===== config.mk =====
export PLATFORM = sky130hd
export DESIGN_NAME = touch_keypad_hold_repeat_decoder_top
export DESIGN_NICKNAME = d
export VERILOG_FILES = /design/src/hdl/tkhr_pkg.sv /design/src/hdl/touch_keypad_hold_repeat_decoder_top.sv /design/src/hdl/tkhr_in_reg.sv /design/src/hdl/tkhr_core.sv
export SDC_FILE = /design/constraint.sdc
export NUM_CORES = 1
export LEC_CHECK = 0
export ABC_AREA = 1
export BUFFER_PORTS_ARGS = -buffer_cell sky130_fd_sc_hd__buf_4
export CAP_MARGIN = 30
export CORE_ASPECT_RATIO = 1.4
export CORE_MARGIN = 1
export CORE_UTILIZATION = 50
export DETAILED_ROUTE_END_ITERATION = 10
export MAX_ROUTING_LAYER = met4
export PLACE_DENSITY = 0.78
export SLEW_MARGIN = 20
export SYNTH_ARGS = -nofsm -noshare
export SYNTH_HDL_FRONTEND = slang
export SYNTH_SLANG_ARGS = --single-unit

===== constraint.sdc =====
create_clock -name clk -period 4.2 [get_ports clk]
set_input_delay 0.21 -clock clk [delete_from_list [all_inputs] [get_ports clk]]
set_output_delay 0.21 -clock clk [all_outputs]
set_load 0.005 [all_outputs]

===== src/hdl/tkhr_pkg.sv =====
// shared types, key codes and constants for the touch keypad hold/repeat decoder
`default_nettype none

package tkhr_pkg;

    localparam int unsigned CHANNELS   = 16;
    localparam int unsigned KEY_COUNT  = 13;
    localparam int unsigned HOLD_W     = 9;
    localparam int unsigned QUIET_W    = 5;
    localparam int unsigned PHASE_W    = 7;
    localparam int unsigned KEY_W      = 4;
    localparam int unsigned POST_W     = 5;
    localparam int unsigned CFG_DATA_W = 9;
    localparam int unsigned CFG_IDX_W  = 2;

    // key codes
    localparam logic [KEY_W-1:0] KEY_BLANK  = 4'd0;
    localparam logic [KEY_W-1:0] KEY_TWO    = 4'd3;
    localparam logic [KEY_W-1:0] KEY_DIGIT8 = 4'd9;
    localparam logic [KEY_W-1:0] KEY_POUND  = 4'd11;
    localparam logic [KEY_W-1:0] KEY_ASTER  = 4'd12;
    localparam logic [KEY_W-1:0] KEY_CLOSE  = 4'd13;

    // posted codes
    localparam logic [POST_W-1:0] POST_NONE       = 5'd0;
    localparam logic [POST_W-1:0] POST_POUND      = 5'd11;
    localparam logic [POST_W-1:0] POST_CLOSE      = 5'd13;
    localparam logic [POST_W-1:0] POST_ASTER_HOLD = 5'd14;
    localparam logic [POST_W-1:0] POST_POUND_HOLD = 5'd15;
    localparam logic [POST_W-1:0] POST_TWO_HOLD   = 5'd16;
    localparam logic [POST_W-1:0] POST_EIGHT_HOLD = 5'd17;

    // register indexes
    localparam logic [CFG_IDX_W-1:0] CFG_HOLD_DELAY = 2'd0;
    localparam logic [CFG_IDX_W-1:0] CFG_HOLD_CAP   = 2'd1;
    localparam logic [CFG_IDX_W-1:0] CFG_WAKE_QUIET = 2'd2;

    localparam logic [HOLD_W-1:0]  HOLD_DELAY_RESET = 9'd128;
    localparam logic [HOLD_W-1:0]  HOLD_CAP_RESET   = 9'd320;
    localparam logic [QUIET_W-1:0] WAKE_QUIET_RESET = 5'd16;

    typedef struct packed {
        logic [CHANNELS-1:0] key_bits;
        logic                wake_start;
    } scan_t;

    typedef struct packed {
        logic [POST_W-1:0] posted_key;
        logic [KEY_W-1:0]  current_key;
    } post_t;

    typedef struct packed {
        logic [HOLD_W-1:0]  hold_delay;
        logic [HOLD_W-1:0]  hold_cap;
        logic [QUIET_W-1:0] wake_quiet_ticks;
    } cfg_t;

    // touch channel wired to each key code, 1..13
    function automatic logic [3:0] chan_of_key(input logic [KEY_W-1:0] code);
        logic [3:0] chan;
        case (code)
            4'd1:    chan = 4'd0;
            4'd2:    chan = 4'd6;
            4'd3:    chan = 4'd7;
            4'd4:    chan = 4'd11;
            4'd5:    chan = 4'd5;
            4'd6:    chan = 4'd4;
            4'd7:    chan = 4'd10;
            4'd8:    chan = 4'd3;
            4'd9:    chan = 4'd2;
            4'd10:   chan = 4'd9;
            4'd11:   chan = 4'd8;
            4'd12:   chan = 4'd1;
            4'd13:   chan = 4'd12;
            default: chan = 4'd0;
        endcase
        return chan;
    endfunction

    function automatic logic key_down(input logic [CHANNELS-1:0] bits,
                                      input logic [KEY_W-1:0] code);
        logic down;
        if (code == KEY_BLANK || code > KEY_CLOSE)
            down = 1'b0;
        else
            down = bits[chan_of_key(code)];
        return down;
    endfunction

endpackage

`default_nettype wire


===== src/hdl/touch_keypad_hold_repeat_decoder_top.sv =====
// top level of the touch keypad decoder with hold auto-repeat
// usage:
//   scan channel: one beat per scan tick, 16 touch-channel bits plus wake_start
//   post channel: one beat back per scan beat, posted key code and current key
//   both channels are valid/ready; a beat moves when valid and ready are high
//   path: an accepted scan beat is held in the input register, then in the result
//     register, which drives post
//   throughput: one beat per cycle while post is taken; the input register and
//     the result register both advance together, so scan_ready stays high
//   stall: while post_ready is low the result holds; one more scan beat is
//     buffered in the input register, then scan_ready drops
//   reset: rst_n low clears last key, hold and phase counters, wake lock,
//     quiet counter and both valid flags; registers return to their defaults
//     (hold delay 128, hold cap 320, quiet ticks 16)
//   configuration: cfg_we writes cfg_data into register cfg_index;
//     index 0 hold delay, 1 hold cap, 2 wake quiet ticks, 3 ignored
//   write registers only while no beat is in flight
`default_nettype none

module touch_keypad_hold_repeat_decoder_top #(
    parameter logic [tkhr_pkg::HOLD_W-1:0]  HOLD_DELAY_INIT = tkhr_pkg::HOLD_DELAY_RESET,
    parameter logic [tkhr_pkg::HOLD_W-1:0]  HOLD_CAP_INIT   = tkhr_pkg::HOLD_CAP_RESET,
    parameter logic [tkhr_pkg::QUIET_W-1:0] WAKE_QUIET_INIT = tkhr_pkg::WAKE_QUIET_RESET
) (
    input  wire logic                              clk,
    input  wire logic                              rst_n,
    input  wire logic                              scan_valid,
    output logic                                   scan_ready,
    input  wire tkhr_pkg::scan_t                   scan,
    output logic                                   post_valid,
    input  wire logic                              post_ready,
    output tkhr_pkg::post_t                        post,
    input  wire logic                              cfg_we,
    input  wire logic [tkhr_pkg::CFG_IDX_W-1:0]    cfg_index,
    input  wire logic [tkhr_pkg::CFG_DATA_W-1:0]   cfg_data
);

    tkhr_pkg::cfg_t  cfg_reg;
    tkhr_pkg::scan_t item;
    logic            item_valid;
    logic            take;

    // configuration registers, written when cfg_we is high, no read-back
    always_ff @(posedge clk or negedge rst_n)
    begin
        if (!rst_n)
        begin
            cfg_reg.hold_delay       <= HOLD_DELAY_INIT;
            cfg_reg.hold_cap         <= HOLD_CAP_INIT;
            cfg_reg.wake_quiet_ticks <= WAKE_QUIET_INIT;
        end
        else if (cfg_we)
        begin
            case (cfg_index)
                tkhr_pkg::CFG_HOLD_DELAY: cfg_reg.hold_delay <= cfg_data;
                tkhr_pkg::CFG_HOLD_CAP:   cfg_reg.hold_cap   <= cfg_data;
                tkhr_pkg::CFG_WAKE_QUIET:
                    cfg_reg.wake_quiet_ticks <= cfg_data[tkhr_pkg::QUIET_W-1:0];
                default: ;
            endcase
        end
    end

    // scan beat waits here for the decode stage
    tkhr_in_reg u_in_reg (
        .clk        (clk),
        .rst_n      (rst_n),
        .scan_valid (scan_valid),
        .scan_ready (scan_ready),
        .scan       (scan),
        .take       (take),
        .item_valid (item_valid),
        .item       (item)
    );

    // decode, state update and result register
    tkhr_core u_core (
        .clk        (clk),
        .rst_n      (rst_n),
        .item_valid (item_valid),
        .item       (item),
        .cfg        (cfg_reg),
        .take       (take),
        .res_valid  (post_valid),
        .res_ready  (post_ready),
        .res        (post)
    );

    // current key is only ever blank or a real key code
    a_cur_range: assert property (@(posedge clk) disable iff (!rst_n)
        post_valid |-> post.current_key <= tkhr_pkg::KEY_CLOSE)
        else $error("current key out of range");

    // a plain key post always names the current key
    a_post_is_cur: assert property (@(posedge clk) disable iff (!rst_n)
        (post_valid && post.posted_key != tkhr_pkg::POST_NONE
            && post.posted_key <= tkhr_pkg::POST_CLOSE)
        |-> post.posted_key == tkhr_pkg::POST_W'(post.current_key))
        else $error("posted key differs from current key");

    // a pound hold code only comes with the pound key held
    a_hold_key: assert property (@(posedge clk) disable iff (!rst_n)
        (post_valid && post.posted_key == tkhr_pkg::POST_POUND_HOLD)
        |-> post.current_key == tkhr_pkg::KEY_POUND)
        else $error("pound hold without pound key");

    // with the result register empty, scan_ready is always high
    a_no_stall: assert property (@(posedge clk) disable iff (!rst_n)
        !post_valid |-> scan_ready)
        else $error("scan stalled with empty result register");

endmodule

`default_nettype wire


===== src/hdl/tkhr_in_reg.sv =====
// input register holding one scan beat ahead of the decode stage
`default_nettype none

module tkhr_in_reg (
    input  wire logic           clk,
    input  wire logic           rst_n,
    input  wire logic           scan_valid,
    output logic                scan_ready,
    input  wire tkhr_pkg::scan_t scan,
    input  wire logic           take,
    output logic                item_valid,
    output tkhr_pkg::scan_t     item
);

    logic            valid_reg;
    tkhr_pkg::scan_t data_reg;

    // refill in the same cycle the held beat moves on
    assign scan_ready = !valid_reg || take;

    always_ff @(posedge clk or negedge rst_n)
    begin
        if (!rst_n)
        begin
            valid_reg <= 1'b0;
        end
        else if (scan_ready)
        begin
            valid_reg <= scan_valid;
        end
    end

    always_ff @(posedge clk)
    begin
        if (scan_ready && scan_valid)
        begin
            data_reg <= scan;
        end
    end

    assign item_valid = valid_reg;
    assign item       = data_reg;

endmodule

`default_nettype wire


===== src/hdl/tkhr_core.sv =====
// key select, hold counting, wake lock and the result register
`default_nettype none

module tkhr_core (
    input  wire logic            clk,
    input  wire logic            rst_n,
    input  wire logic            item_valid,
    input  wire tkhr_pkg::scan_t item,
    input  wire tkhr_pkg::cfg_t  cfg,
    output logic                 take,
    output logic                 res_valid,
    input  wire logic            res_ready,
    output tkhr_pkg::post_t      res
);

    logic [tkhr_pkg::KEY_W-1:0]   last_key_reg, last_key_next;
    logic [tkhr_pkg::HOLD_W-1:0]  hold_reg, hold_next;
    logic [tkhr_pkg::PHASE_W-1:0] phase_reg, phase_next;
    logic                         wake_lock_reg, wake_lock_next;
    logic [tkhr_pkg::QUIET_W-1:0] quiet_reg, quiet_next;
    logic                         res_valid_reg;
    tkhr_pkg::post_t              res_reg, res_next;

    logic [tkhr_pkg::KEY_W-1:0]   first_key;
    logic [tkhr_pkg::KEY_W-1:0]   cur;
    logic [tkhr_pkg::POST_W-1:0]  post;

    assign take = item_valid && (!res_valid_reg || res_ready);

    // lowest pressed key code
    always_comb
    begin
        first_key = tkhr_pkg::KEY_BLANK;
        for (int c = tkhr_pkg::KEY_COUNT; c >= 1; c--)
        begin
            if (tkhr_pkg::key_down(item.key_bits, tkhr_pkg::KEY_W'(c)))
                first_key = tkhr_pkg::KEY_W'(c);
        end
    end

    always_comb
    begin
        wake_lock_next = wake_lock_reg;
        quiet_next     = quiet_reg;
        last_key_next  = last_key_reg;
        hold_next      = hold_reg;
        phase_next     = phase_reg;
        post           = tkhr_pkg::POST_NONE;

        if (item.wake_start)
        begin
            wake_lock_next = 1'b1;
            quiet_next     = '0;
        end

        if (item.key_bits == '0)
        begin
            if (quiet_next < cfg.wake_quiet_ticks)
                quiet_next = quiet_next + 1'b1;
            else
                wake_lock_next = 1'b0;
        end

        // sticky on the previous key while it stays down
        if (tkhr_pkg::key_down(item.key_bits, last_key_reg))
            cur = last_key_reg;
        else
            cur = first_key;

        if (cur != tkhr_pkg::KEY_BLANK)
        begin
            if (cur != last_key_reg)
            begin
                post          = tkhr_pkg::POST_W'(cur);
                last_key_next = cur;
                hold_next     = '0;
            end
            else
            begin
                if (hold_reg < cfg.hold_cap)
                    hold_next = hold_reg + 1'b1;
                if (hold_next > cfg.hold_delay)
                begin
                    if (phase_reg[1:0] == 2'b00)
                    begin
                        case (cur)
                            tkhr_pkg::KEY_ASTER:  post = tkhr_pkg::POST_ASTER_HOLD;
                            tkhr_pkg::KEY_POUND:  post = tkhr_pkg::POST_POUND_HOLD;
                            tkhr_pkg::KEY_TWO:    post = tkhr_pkg::POST_TWO_HOLD;
                            tkhr_pkg::KEY_DIGIT8: post = tkhr_pkg::POST_EIGHT_HOLD;
                            default:              post = tkhr_pkg::POST_NONE;
                        endcase
                    end
                    phase_next = phase_reg + 1'b1;
                end
            end
        end
        else
        begin
            last_key_next = tkhr_pkg::KEY_BLANK;
            hold_next     = '0;
        end

        if (wake_lock_next && post != tkhr_pkg::POST_CLOSE && post != tkhr_pkg::POST_POUND)
            post = tkhr_pkg::POST_NONE;

        res_next.posted_key  = post;
        res_next.current_key = cur;
    end

    always_ff @(posedge clk or negedge rst_n)
    begin
        if (!rst_n)
        begin
            last_key_reg  <= tkhr_pkg::KEY_BLANK;
            hold_reg      <= '0;
            phase_reg     <= '0;
            wake_lock_reg <= 1'b0;
            quiet_reg     <= '0;
            res_valid_reg <= 1'b0;
        end
        else
        begin
            if (take)
            begin
                last_key_reg  <= last_key_next;
                hold_reg      <= hold_next;
                phase_reg     <= phase_next;
                wake_lock_reg <= wake_lock_next;
                quiet_reg     <= quiet_next;
                res_valid_reg <= 1'b1;
            end
            else if (res_ready)
            begin
                res_valid_reg <= 1'b0;
            end
        end
    end

    always_ff @(posedge clk)
    begin
        if (take)
        begin
            res_reg <= res_next;
        end
    end

    assign res_valid = res_valid_reg;
    assign res       = res_reg;

endmodule

`default_nettype wire


==> results.txt <==
The number of global-route vias before repair came out at 3,736. After the last flow step, the layout net total stands at 653. For this run, the share of the core covered by cells in the final layout is 0.609. The area growth from synthesis to layout is 18.8%.

The global placement routability congestion came out at 0.874. The synthesized cell area is 0.00439 mm2. The warning count from the yosys run came out at 0. The floorplan die width is 81.2 um. The core region is 0.00856 mm2. Of the total power, the clock network draws 0.292. The total CTS buffers is 9.

The time the final worst path needs with I/O delays and setup is 3790 ps. In this run the power density over the cells is 611 mW/mm2. The die covers 0.00916 mm2.

The run finished with clean final reports. STA classifies the critical path endpoint as a flop. On the final layout, the worst clock skew is 7.27 ps. In the finished design, the share of the clock period the worst path needs comes to 0.902. Entering global routing, the biggest net connects 47 pins. The register share of total power came out at 0.300. Measured against its own limit, the worst slew margin works out to 0.508. The final route contains 3,623 vias.

The min-delay analysis places its worst path in the category in2reg. The number of placement rows came out at 40. The repair_antennas step left the layout with diodes totalling 0. For this configuration, the core starts out at a cell density of 0.513. Data on the critical path is required at its endpoint by 4300 ps. The total number of clock tree sinks came out at 72. The first-pass detailed-route iteration total is 4. The setup fix buffers added after clock tree synthesis is 0. The count of unique library cells instantiated by Yosys is 39. The number of synthesized register bits came out at 72. The number of pins with negative max-slew slack in the final report came out at 0. Setup repair after global routing left no endpoint under its margin. The final standard cell count with taps included and fillers excluded is 703. The total of endpoints with negative setup slack in the final report is 0. Of the total power, the share spent switching nets is 0.392. The level count of the clock H-tree is 3. Wires add up to 9460 um.

The maximum resistive drop on vdd came out at 0.377 mV. The source-to-sink clock delay at the later pin of the worst-skew pair came out at 340 ps. The critical path is of the reg2reg type.

After detailed routing, the number of vias per cell comes to 5.15. Buffers placed on the I/O ports in this run total 43. Counting every instance in the synthesized netlist gives 545. The remaining global-route overflow came out at 0. The clock-pin slew of the registers on the worst-case setup and hold paths came out at 60 ps. The DRC violation total after the first TritonRoute iteration is 198. The share of post-route cells with drive strength above 1 is 0.172. At the worst endpoint, the arrival time is 3890 ps. The net switching power figure came out at 1.25 mW. Setup slack closes at 413 ps.

The register with the most flip-flops in the layout has 23 of them. The total DRC errors in the routed layout came out at 0. The total track usage came out at 0.240. The die height came out at 113 um.

The final number of hold-violating endpoints is 0. The number of top-level pins came out at 44. The cell chosen for the clock root is clkbuf_16. The setup TNS came out at 0 ps. The number of antenna violations at the first check in global routing is 0. The net count after synthesis is 605. The internal power consumption came out at 1.94 mW. The count of maximum capacitance violations came out at 0.

The proportion of power drawn by combinational gates is 0.408. The leakage power figure is 2.70 nW. The first-pass GRT wire length is 16,200 um. On the final layout, the worst hold slack is 46.6 ps. The largest driver fanout on the critical path came out at 5. OpenSTA, run right after detailed placement, puts the worst setup slack at 260 ps.

The mean instance size in the synthesized netlist is 8.05 um2. Leaving out fill and tap cells, the most frequent cell in the layout is nand2_1. TritonCTS built the clock tree. The library cells used most frequently in the layout, excluding fill and tap cells, are nand2_1 (135), inv_1 (97), nand3_1 (45).

The remaining antenna violation count after routing came out at 0. The average routed wire per standard cell came out at 13.5 um. The worst setup path is launched from a flop. The highest clock frequency the design can meet is 0.264 GHz. The half-perimeter wire length of the detailed placement result is 6950 um. The maximum buffer depth of the clock tree came out at 2. The number of placed cells counting well taps is 686. The portion of the post-synthesis area used by sequential elements came out at 0.441. At the pin with the least slew margin, the transition time is 737 ps.
-- layer usage --
metal  wire length [um]  vias up  GRT usage  part of all wire
li1                   -     1846          -                 -
met1               3810     1697      0.253              0.40
met2               5200       59      0.424              0.55
met3                241       21     0.0452             0.025
met4                209        0      0.108             0.022
met5                  0        -          -                 0
-- logic make-up (layout without fill, tap and decap cells) --
logic type	count (synthesis)	count (layout)	synth area share
compound gates	70	70	0.0932
xor+xnor	12	12	0.0240
fa+ha+maj	27	27	0.0770
buf+inv	111	164	0.101
flops	72	72	0.441
simple gates	253	253	0.264
-- synth_stat cells, drive strengths merged --
cell | number | area [um2]
nand3 | 52 | 305
nor2 | 36 | 145
a21boi | 1 | 7.51
inv | 104 | 393
nor3 | 4 | 20.0
o31ai | 1 | 7.51
xor2 | 10 | 87.6
a21oi | 14 | 96.3
a211oi | 1 | 7.51
ha | 27 | 338
o22ai | 6 | 37.5
nand3b | 3 | 22.5
and3 | 2 | 12.5
buf | 3 | 33.8
or2 | 1 | 6.26
nor4b | 1 | 8.76
clkbuf | 4 | 15.0
o21a | 2 | 15.0
edfxtp | 26 | 781
nand2 | 146 | 581
dfstp | 4 | 105
xnor2 | 2 | 17.5
o21ai | 44 | 231
a31oi | 1 | 6.26
nand4 | 5 | 31.3
dfrtp | 42 | 1050
nor4 | 3 | 25.0
-- layout make-up --
| type | instances | area [um2] |
|---|---|---|
| Multi-Input combinational cell | 362 | 2060 |
| Sequential cell | 72 | 1940 |
| Tap cell | 105 | 131 |
| Timing Repair Buffer | 44 | 333 |
| Fill cell | 766 | 3340 |
| Clock buffer | 9 | 225 |
| Clock inverter | 7 | 134 |
| Inverter | 104 | 393 |
-- final timing paths --
check	start	to	slack, ps	cells after the start
min in group asynchronous	rst_n	cfg_reg[20]	410	2
worst min-delay path	scan[10]	u_in_reg.item[10]	50	1
worst max-delay path	cfg_reg[13]	u_core.res[6]	410	24
max in group asynchronous	rst_n	u_core.wake_lock_reg	3380	2
worst max register to register	cfg_reg[13]	u_core.res[6]	410	24
worst min register to register	cfg_reg[3]	cfg_reg[3]	480	2
-- worst max-delay path: stages (launching register included) --
cell	delay, ps
dfstp_2	530
inv_1	40
ha_1	300
a21oi_1	150
o21a_1	150
nand3_2	100
inv_2	100
nand4_1	170
nor3_2	260
xor2_1	220
inv_1	70
ha_1	300
a21oi_1	160
a21boi_0	200
o21ai_1	90
nand2_2	70
inv_1	50
nand4_1	80
nand2_1	70
nand2_1	70
inv_2	40
nand3_1	80
nand3_2	120
nand2_1	90
inv_1	40
-- power by group through the flow --
| stage | logic, mW | clock network [mW] | registers, mW |
|---|---|---|---|
| after floorplan | 1.02 | 0 | 0.933 |
| after global placement | 1.23 | 0 | 0.960 |
| after detailed placement | 1.26 | 0 | 0.966 |
| after CTS | 1.29 | 0.936 | 0.955 |
| after global routing | 1.48 | 0.971 | 0.970 |
| final | 1.30 | 0.929 | 0.956 |
-- what timing repair did --
item / in CTS / in global routing
endpoints found under the setup margin: 0 / 5
resized for setup: 0 / 11
endpoints found under the hold margin: 42 / 0
hold buffers: 1 / 0
-- per-stage QoR --
stage	area, um2	power, mW
2_1_floorplan	4390	1.95
3_3_place_gp	4790	2.19
3_5_place_dp	4790	2.23
4_1_cts	5160	3.18
5_1_grt	5210	3.42
6_report	5210	3.19
(Power assumes the default switching activity.)
